`config.mk`:
```
export PLATFORM = sky130hd
export DESIGN_NAME = three_axis_step_pulse_generator
export DESIGN_NICKNAME = d
export VERILOG_FILES = /design/src/rtl/core/tasp_pkg.sv /design/src/rtl/core/three_axis_step_pulse_generator.sv
export SDC_FILE = /design/constraint.sdc
export NUM_CORES = 2
export LEC_CHECK = 0
export ABC_CLOCK_PERIOD_IN_PS = 7980
export BUFFER_PORTS_ARGS = -buffer_cell sky130_fd_sc_hd__buf_2
export CAP_MARGIN = 5
export CORE_ASPECT_RATIO = 0.6
export CORE_MARGIN = 2
export CORE_UTILIZATION = 50
export CTS_BUF_LIST = sky130_fd_sc_hd__clkbuf_16
export CTS_CLUSTER_SIZE = 20
export DETAILED_ROUTE_END_ITERATION = 6
export HOLD_SLACK_MARGIN = 0.02
export PLACE_DENSITY = 0.68
export SKIP_CTS_REPAIR_TIMING = 1
export SLEW_MARGIN = 20
export SYNTH_ARGS = -nofsm -noshare
export SYNTH_HDL_FRONTEND = slang
export SYNTH_SLANG_ARGS = --single-unit
```
`constraint.sdc`:
```
create_clock -name clk_i -period 7.98 [get_ports clk_i]
set_input_delay 1.596 -clock clk_i [delete_from_list [all_inputs] [get_ports clk_i]]
set_output_delay 1.596 -clock clk_i [all_outputs]
set_load 0.02 [all_outputs]
```
`src/rtl/core/tasp_pkg.sv`:
```
// ----------------------------------------------------------------------------
// tasp_pkg
// Shared types and constants of the three-axis step/direction generator.
// ----------------------------------------------------------------------------
`default_nettype none

package tasp_pkg;

  localparam int NAXES     = 3;
  localparam int HP_W      = 19;
  localparam int POS_W     = 32;
  localparam int SPD_W     = 20;
  localparam int MS_W      = 16;
  localparam int CFG_IDX_W = 3;
  // holds |delta| * 1000 as well as the tick rate
  localparam int DIV_W     = 42;
  localparam int CNT_W     = 6;
  localparam int IN_DATA_W  = 112;
  localparam int OUT_DATA_W = 112;

  localparam logic [HP_W-1:0] HALF_MAX = 19'h7FFFF;

  localparam logic [CFG_IDX_W-1:0] CFG_DIR_MASK = 3'd0;
  localparam logic [CFG_IDX_W-1:0] CFG_SPEED_X  = 3'd1;
  localparam logic [CFG_IDX_W-1:0] CFG_CAL_MODE = 3'd4;

  typedef enum logic [2:0] {
    CMD_TICK    = 3'd0,
    CMD_MOVE    = 3'd1,
    CMD_SEGMENT = 3'd2,
    CMD_STOP    = 3'd3,
    CMD_LIMIT   = 3'd4
  } cmd_e;

  typedef enum logic [2:0] {
    STS_OK      = 3'd0,
    STS_BUSY    = 3'd1,
    STS_BAD_MS  = 3'd2,
    STS_STOPPED = 3'd3,
    STS_BLOCKED = 3'd4
  } status_e;

  typedef enum logic [2:0] {
    ST_IDLE,
    ST_EXEC,
    ST_AXIS,
    ST_DIV_SP,
    ST_DIV_HP,
    ST_RESP
  } state_e;

endpackage

`default_nettype wire

```
`src/rtl/core/three_axis_step_pulse_generator.sv`:
```
// ----------------------------------------------------------------------------
// three_axis_step_pulse_generator
// Step/direction pulse generator for three stepper axes with one shared
// restoring divider for speed and half-period setup.
// ----------------------------------------------------------------------------
//  channel   dir  handshake                   payload
//  s_axis    in   s_axis_tvalid/tready        tuser: command, tdata: deltas, ms
//  m_axis    out  m_axis_tvalid/tready        tuser: status, tdata: lines, pos
//  cfg       in   cfg_valid_i/cfg_ready_o     cfg_index_i, cfg_data_i
//
//  tick, stop, limit and refused requests go from exec straight to the response.
//  a move visits the axis state per axis and runs one division per moving axis,
//  a segment up to two (second only on nonzero speed), one quotient bit a cycle.
//  no request is taken while one is at work or its result is not yet taken.
//  reset clears all axis state; config writes are taken in any cycle.
// ----------------------------------------------------------------------------
`default_nettype none

module three_axis_step_pulse_generator
  import tasp_pkg::*;
#(
  parameter int TICKS_PER_SECOND = 1000000,
  parameter int AXIS_COUNT       = 3
) (
  input  wire                    clk_i,
  input  wire                    rst_ni,
  input  wire                    s_axis_tvalid,
  output logic                   s_axis_tready,
  // delta_x, delta_y, delta_k, segment_ms
  input  wire [IN_DATA_W-1:0]    s_axis_tdata,
  // command
  input  wire [2:0]              s_axis_tuser,
  output logic                   m_axis_tvalid,
  input  wire                    m_axis_tready,
  // step_lines, dir_lines, busy_mask, position_x, position_y, position_k,
  // limit_latched, zero fill
  output logic [OUT_DATA_W-1:0]  m_axis_tdata,
  // status
  output logic [2:0]             m_axis_tuser,
  input  wire                    cfg_valid_i,
  output logic                   cfg_ready_o,
  input  wire [CFG_IDX_W-1:0]    cfg_index_i,
  input  wire [SPD_W-1:0]        cfg_data_i
);

  localparam int AW = (AXIS_COUNT > 1) ? $clog2(AXIS_COUNT) : 1;

  // configuration
  logic [NAXES-1:0] pdm_q;
  logic [SPD_W-1:0] spd_q [AXIS_COUNT];
  logic             cal_q;

  // axis state
  logic [HP_W-1:0]  tc_q    [AXIS_COUNT];
  logic [HP_W-1:0]  hp_q    [AXIS_COUNT];
  logic [POS_W-1:0] steps_q [AXIS_COUNT];
  logic [POS_W-1:0] pos_q   [AXIS_COUNT];
  logic             neg_q   [AXIS_COUNT];
  logic             lvl_q   [AXIS_COUNT];
  logic             dir_q   [AXIS_COUNT];
  logic             limit_q;

  // request
  cmd_e             cmd_q;
  logic [POS_W-1:0] dlt_q [AXIS_COUNT];
  logic [MS_W-1:0]  ms_q;
  status_e          sts_q, sts_d;

  state_e           state_q, state_d;
  logic [AW-1:0]    axis_q;

  // shared divider
  logic [DIV_W-1:0] rem_q, quo_q, dvs_q;
  logic [CNT_W-1:0] cnt_q;
  logic [DIV_W:0]   rem_sh;
  logic             div_ge;
  logic [DIV_W-1:0] rem_nx, quo_nx;
  logic             div_last;

  logic             div_load, div_run, exec_upd, apply_axis, axis_clr, axis_inc;
  logic             resp_load, in_acc;
  logic [DIV_W-1:0] div_a, div_b;

  logic [POS_W-1:0] dsel, mag_sel;
  logic             neg_sel;
  logic [DIV_W-1:0] mag_ext, prod_ms;
  logic [DIV_W-1:0] hp_full;
  logic [HP_W-1:0]  hp_new;
  logic             any_busy, last_axis;

  logic [HP_W-1:0]  tc_inc [AXIS_COUNT];
  logic [NAXES-1:0] step_v, dir_v, busy_v;
  logic [POS_W-1:0] pos_out [NAXES];

  assign cfg_ready_o = 1'b1;
  assign in_acc      = s_axis_tvalid && s_axis_tready;

  always_comb begin
    rem_sh   = {rem_q, quo_q[DIV_W-1]};
    div_ge   = rem_sh >= {1'b0, dvs_q};
    rem_nx   = div_ge ? DIV_W'(rem_sh - {1'b0, dvs_q}) : rem_sh[DIV_W-1:0];
    quo_nx   = {quo_q[DIV_W-2:0], div_ge};
    div_last = cnt_q == CNT_W'(DIV_W - 1);
  end

  always_comb begin
    dsel    = dlt_q[axis_q];
    neg_sel = dsel[POS_W-1];
    mag_sel = neg_sel ? (POS_W'(0) - dsel) : dsel;
    mag_ext = DIV_W'(mag_sel);
    // times 1000 as 1024 - 16 - 8
    prod_ms = (mag_ext << 10) - (mag_ext << 4) - (mag_ext << 3);
    hp_full = quo_nx >> 1;
    if (hp_full == '0) begin
      hp_new = HP_W'(1);
    end else if (hp_full > DIV_W'(HALF_MAX)) begin
      hp_new = HALF_MAX;
    end else begin
      hp_new = hp_full[HP_W-1:0];
    end
    last_axis = axis_q == AW'(AXIS_COUNT - 1);
  end

  always_comb begin
    any_busy = 1'b0;
    step_v   = '0;
    dir_v    = '0;
    busy_v   = '0;
    for (int a = 0; a < NAXES; a++) begin
      pos_out[a] = '0;
    end
    for (int a = 0; a < AXIS_COUNT; a++) begin
      tc_inc[a]  = tc_q[a] + HP_W'(1);
      step_v[a]  = lvl_q[a];
      dir_v[a]   = dir_q[a];
      busy_v[a]  = steps_q[a] != '0;
      pos_out[a] = pos_q[a];
      if (steps_q[a] != '0) begin
        any_busy = 1'b1;
      end
    end
  end

  always_ff @(posedge clk_i or negedge rst_ni) begin
    if (!rst_ni) begin
      state_q <= ST_IDLE;
    end else begin
      state_q <= state_d;
    end
  end

  always_comb begin
    state_d       = state_q;
    sts_d         = sts_q;
    s_axis_tready = 1'b0;
    div_load      = 1'b0;
    div_run       = 1'b0;
    div_a         = DIV_W'(TICKS_PER_SECOND);
    div_b         = '0;
    exec_upd      = 1'b0;
    apply_axis    = 1'b0;
    axis_clr      = 1'b0;
    axis_inc      = 1'b0;
    resp_load     = 1'b0;
    unique case (state_q)
      ST_IDLE: begin
        s_axis_tready = !m_axis_tvalid || m_axis_tready;
        if (in_acc) begin
          state_d = ST_EXEC;
        end
      end
      ST_EXEC: begin
        exec_upd = 1'b1;
        axis_clr = 1'b1;
        sts_d    = STS_OK;
        state_d  = ST_RESP;
        case (cmd_q)
          CMD_STOP: sts_d = STS_STOPPED;
          CMD_LIMIT: begin
            if (!cal_q) begin
              sts_d = STS_STOPPED;
            end
          end
          CMD_MOVE: begin
            if (any_busy) begin
              sts_d = STS_BUSY;
            end else begin
              state_d = ST_AXIS;
            end
          end
          CMD_SEGMENT: begin
            if (limit_q) begin
              sts_d = STS_BLOCKED;
            end else if (ms_q == '0) begin
              sts_d = STS_BAD_MS;
            end else if (any_busy) begin
              sts_d = STS_BUSY;
            end else begin
              state_d = ST_AXIS;
            end
          end
          default: ;
        endcase
      end
      ST_AXIS: begin
        if (mag_sel == '0 || (cmd_q == CMD_MOVE && spd_q[axis_q] == '0)) begin
          axis_inc = !last_axis;
          state_d  = last_axis ? ST_RESP : ST_AXIS;
        end else if (cmd_q == CMD_MOVE) begin
          div_load = 1'b1;
          div_b    = DIV_W'(spd_q[axis_q]);
          state_d  = ST_DIV_HP;
        end else begin
          div_load = 1'b1;
          div_a    = prod_ms;
          div_b    = DIV_W'(ms_q);
          state_d  = ST_DIV_SP;
        end
      end
      ST_DIV_SP: begin
        div_run = 1'b1;
        if (div_last) begin
          if (quo_nx == '0) begin
            axis_inc = !last_axis;
            state_d  = last_axis ? ST_RESP : ST_AXIS;
          end else begin
            div_load = 1'b1;
            div_b    = quo_nx;
            state_d  = ST_DIV_HP;
          end
        end
      end
      ST_DIV_HP: begin
        div_run = 1'b1;
        if (div_last) begin
          apply_axis = 1'b1;
          axis_inc   = !last_axis;
          state_d    = last_axis ? ST_RESP : ST_AXIS;
        end
      end
      ST_RESP: begin
        resp_load = 1'b1;
        state_d   = ST_IDLE;
      end
      default: state_d = ST_IDLE;
    endcase
  end

  always_ff @(posedge clk_i or negedge rst_ni) begin
    if (!rst_ni) begin
      pdm_q         <= '1;
      cal_q         <= 1'b0;
      limit_q       <= 1'b0;
      cmd_q         <= CMD_TICK;
      sts_q         <= STS_OK;
      axis_q        <= '0;
      cnt_q         <= '0;
      m_axis_tvalid <= 1'b0;
      for (int a = 0; a < AXIS_COUNT; a++) begin
        spd_q[a]   <= SPD_W'(1000);
        tc_q[a]    <= '0;
        hp_q[a]    <= '0;
        steps_q[a] <= '0;
        pos_q[a]   <= '0;
        neg_q[a]   <= 1'b0;
        lvl_q[a]   <= 1'b0;
        dir_q[a]   <= 1'b0;
      end
    end else begin
      if (cfg_valid_i) begin
        if (cfg_index_i == CFG_DIR_MASK) begin
          pdm_q <= cfg_data_i[NAXES-1:0];
        end
        if (cfg_index_i == CFG_CAL_MODE) begin
          cal_q <= cfg_data_i[0];
        end
        for (int a = 0; a < AXIS_COUNT; a++) begin
          if (cfg_index_i == CFG_IDX_W'(CFG_SPEED_X + CFG_IDX_W'(a))) begin
            spd_q[a] <= cfg_data_i;
          end
        end
      end

      if (in_acc) begin
        cmd_q <= cmd_e'(s_axis_tuser);
      end
      sts_q <= sts_d;

      if (div_load) begin
        cnt_q <= '0;
      end else if (div_run) begin
        cnt_q <= cnt_q + CNT_W'(1);
      end

      if (axis_clr) begin
        axis_q <= '0;
      end else if (axis_inc) begin
        axis_q <= axis_q + AW'(1);
      end

      if (exec_upd) begin
        for (int a = 0; a < AXIS_COUNT; a++) begin
          if (cmd_q == CMD_TICK && steps_q[a] != '0) begin
            if (tc_inc[a] < hp_q[a]) begin
              tc_q[a] <= tc_inc[a];
            end else begin
              tc_q[a]  <= '0;
              lvl_q[a] <= !lvl_q[a];
              if (!lvl_q[a]) begin
                pos_q[a] <= neg_q[a] ? pos_q[a] - POS_W'(1) : pos_q[a] + POS_W'(1);
              end else begin
                steps_q[a] <= steps_q[a] - POS_W'(1);
              end
            end
          end
          if (cmd_q == CMD_STOP || (cmd_q == CMD_LIMIT && !cal_q)) begin
            steps_q[a] <= '0;
            lvl_q[a]   <= 1'b0;
            tc_q[a]    <= '0;
          end
        end
        if (cmd_q == CMD_LIMIT && !cal_q) begin
          limit_q <= 1'b1;
        end
      end

      if (apply_axis) begin
        hp_q[axis_q]    <= hp_new;
        neg_q[axis_q]   <= neg_sel;
        dir_q[axis_q]   <= pdm_q[axis_q] ^ neg_sel;
        steps_q[axis_q] <= mag_sel;
        tc_q[axis_q]    <= '0;
      end

      if (resp_load) begin
        m_axis_tvalid <= 1'b1;
      end else if (m_axis_tready) begin
        m_axis_tvalid <= 1'b0;
      end
    end
  end

  // payload registers
  always_ff @(posedge clk_i) begin
    if (in_acc) begin
      for (int a = 0; a < AXIS_COUNT; a++) begin
        dlt_q[a] <= s_axis_tdata[POS_W*a +: POS_W];
      end
      ms_q <= s_axis_tdata[NAXES*POS_W +: MS_W];
    end
    if (div_load) begin
      rem_q <= '0;
      quo_q <= div_a;
      dvs_q <= div_b;
    end else if (div_run) begin
      rem_q <= rem_nx;
      quo_q <= quo_nx;
    end
    if (resp_load) begin
      m_axis_tuser <= sts_q;
      m_axis_tdata <= {6'b0, limit_q, pos_out[2], pos_out[1], pos_out[0],
                       busy_v, dir_v, step_v};
    end
  end

endmodule

`default_nettype wire

```
==> impl_metrics.env <==
export IMPL_grt_antenna_before_repair=2
export IMPL_max_cap_viol_count=0
export IMPL_worstPathMaxFanout=32
export IMPL_num_rows=83
export IMPL_die_area_um2=89100
export IMPL_drive_above_1_share_pct=13.6
export IMPL_hold_viol_final=0
export IMPL_final_area_um2=48300
export IMPL_skew_ps=31.6
export IMPL_die_w_um=384
export IMPL_worst_slew_pin_transition_ps=1130
export IMPL_avgSynthCellArea_um2=10.0
export IMPL_area_growth_pct=11.4
export IMPL_synth_mux_area_share_pct=4.13
export IMPL_ir_drop_v=0.000236
export IMPL_p_sw_share_pct=41.4
export IMPL_cp_startpoint="axis_q[0]$_DFFE_PN0P_"
export IMPL_grt_setup_unrepaired="no"
export IMPL_io_buffer_count=253
export IMPL_synth_fa_ha_area_share_pct=8.30
export IMPL_cp_required_ps=8410
export IMPL_grt_first_pass_wirelength_um=182000
export IMPL_final_setup_tns_ps=0
export IMPL_max_stage_delay_ps=720
export IMPL_powerDensity_nw_per_um2=333
export IMPL_hp_class="reg -> reg"
export IMPL_ys_seq_elements=745
export IMPL_grt_max_degree=156
export IMPL_synth_compound_area_share_pct=16.8
export IMPL_p_leak_nw=21.5
export IMPL_clkLatencyLatePin_ps=670
export IMPL_dpl_hpwl_um=83800
export IMPL_combPwrFrac_pct=45.1
export IMPL_global_route_usage_total_pct=26.1
export IMPL_root_buffer="clkbuf_16"
export IMPL_placed_cell_area_um2=45800
export IMPL_crit_arrival_ps=7660
export IMPL_switchingPower_mw=6.67
export IMPL_core_region_area_um2=85700
export IMPL_relSlewSlack_pct=24.6
export IMPL_cts_sinks=745
export IMPL_crit_type="reg -> reg"
export IMPL_nets=4959
export IMPL_clockPowerShare_pct=22.6
export IMPL_antenna_left=0
export IMPL_p_int_mw=9.43
export IMPL_die_y_um=232
export IMPL_reg2reg_depth=26
export IMPL_ctsHtreeMaxLevel=3
export IMPL_netlist_instances=4329
export IMPL_cts_buffers=76
export IMPL_routabilityCongestion=0.923
export IMPL_ys_seq_area_share_pct=46.1
export IMPL_violations="design-rule violations"
export IMPL_cts_tree="done"
export IMPL_finalCritPeriodShare_pct=90.6
export IMPL_start_util_pct=50.6
export IMPL_io_pins=261
export IMPL_drc=1
export IMPL_final_util_pct=56.4
export IMPL_synth_async_reset_ratio_pct=53.4
export IMPL_start_kind="flip-flop"
export IMPL_wl_per_cell_um=20.4
export IMPL_n_antenna_cell=0
export IMPL_finalWirelength_um=118000
export IMPL_yosysUniqueCellTypes=93
export IMPL_seqPwrFrac_pct=32.3
export IMPL_finalCriticalPeriod_ps=7230
export IMPL_grt_pass1_vias=30700
export IMPL_firstDrtPassIters=7
export IMPL_cts_reportedPaths_clkPinSlew_ps=70
export IMPL_cp_end_kind="flip-flop"
export IMPL_slew_viol_final=0
export IMPL_grt_overflow=0
export IMPL_worstHoldStart="dir_q[0]$_DFFE_PN0P_"
export IMPL_status="finished with violations"
export IMPL_hold_slack_ps=444
export IMPL_synth_xor_area_share_pct=6.81
export IMPL_vias=33700
export IMPL_clk_path_buf_depth=3
export IMPL_synth_top_family_by_area="compound AO/OA/AOI/OAI gates"
export IMPL_vias_per_cell=5.86
export IMPL_synth_simple_area_share_pct=13.9
export IMPL_syn_area_um2=43300
export IMPL_min_path_cells=0
export IMPL_timing_rr_start="axis_q[0]$_DFFE_PN0P_"
export IMPL_cp_slowest_cell="dfrtp_4"
export IMPL_synth_top_flop_cell="dfrtp_1"
export IMPL_synth_edf_count=305
export IMPL_power_mw=16.1
export IMPL_drt_initial_drc_count=3608
export IMPL_synth_warning_count=0
export IMPL_setup_viol=0
export IMPL_fmax_mhz=138
[flip-flops by register name, indices dropped and copies added (netlist names), 6 cells and up]
register	cells
m_axis_tdata	106
dlt_q	96
pos_out	96
steps_q	96
spd_q	60
hp_q	57
tc_q	57
dvs_q	42
quo_q	42
rem_q	42
ms_q	16
cnt_q	6
[critical path: cells and delay by family, from the launching register on]
kind / cells / cell delay (ps)
compound gates: 10 / 2460
xor+xnor: 3 / 770
fa+ha+maj: 3 / 930
buf+inv: 2 / 380
flops: 1 / 720
mux: 1 / 410
simple gates: 7 / 1300
[metal layers]
metal  GRT usage, %  vias to the layer above  wire length (um)
li1               -                    16100                 -
met1           42.8                    16200             59800
met2           33.7                     1228             45100
met3           6.56                      168             10400
met4           5.50                        4              2260
met5              0                        -                24
[power groups by stage]
stage	Sequential, mW	Clock [mW]	Combinational (mW)
after global routing	5.23	3.89	7.88
after detailed placement	5.25	0	7.00
after global placement	5.24	0	6.96
final	5.20	3.65	7.26
after CTS	5.18	3.72	7.05
after floorplan	5.07	0	5.01
[cell usage after synthesis (all sizes together) (19+ instances only)]
library cell,n,share of area [%]
nor3b,19,0.33
dfxtp,42,1.9
xor2,164,3.3
buf,44,0.75
a22o,34,0.69
o31ai,30,0.52
edfxtp,305,21
and3,57,0.82
nand4,48,0.71
ha,258,7.4
o21bai,26,0.45
nand2b,33,0.48
o22ai,58,0.84
a21o,101,1.7
a211oi,41,0.91
a21oi,264,3.0
dfstp,21,1.3
mux2i,68,1.6
dfrtp,377,22
a31oi,30,0.43
nand2,404,3.5
nand3b,19,0.33
nor2,306,2.7
and2,54,0.78
nor2b,34,0.51
nor4,38,0.60
inv,219,1.9
or3,26,0.38
clkbuf,145,1.3
a221o,19,0.44
mux2,97,2.5
nor3,81,0.96
a22oi,27,0.50
o211ai,20,0.35
xnor2,172,3.5
nand3,85,1.0
o21a,35,0.61
o21ai,345,4.0
[area by class of cell]
cell class	instances	area, um^2
inverter	219	828
clock inverter	60	477
fill	7425	37400
multi-input combinational	3181	21800
clock buffer	81	2030
tap	1147	1440
timing repair buffer	318	1780
sequential	745	20000
[path summary, 6_finish.rpt]
kind	end	slack, ps
setup / recovery	quo_q[41]$_DFFE_PP_	750
hold / removal	m_axis_tdata[5]$_DFFE_PP_	440
setup reg to reg	quo_q[41]$_DFFE_PP_	750
hold reg to reg	m_axis_tdata[5]$_DFFE_PP_	440
max in group asynchronous	axis_q[0]$_DFFE_PN0P_	5700
min in group asynchronous	cmd_q[0]$_DFFE_PN0P_	840
[metrics by stage]
stage | worst slack [ps] | std cells
after floorplan | 1830 | 4334
after global placement | 979 | 5610
after detailed placement | 878 | 5610
after CTS | 857 | 5751
after global routing | 78.9 | 5751
final | 750 | 5751
[cell usage in the layout (no fill, tap or decap), types with 65 or more instances in the layout]
cell,count
a21o_1,101
a21oi_1,263
buf_2,252
clkbuf_16,81
dfrtp_1,375
edfxtp_1,305
ha_1,258
inv_1,231
mux2_2,90
mux2i_1,65
nand2_1,400
nand3_1,80
nor2_1,300
nor3_1,78
o21ai_0,336
xnor2_1,171
xor2_1,164
[cells by family after synthesis]
group / count (synthesis)
buffers and inverters: 408
XOR/XNOR: 336
flip-flops: 745
multiplexers: 165
adder cells (fa/ha/maj): 278
other: 2
AO/OA/AOI/OAI: 1143
AND/OR/NAND/NOR: 1252
Note: power is estimated with default switching activity, not from simulation.
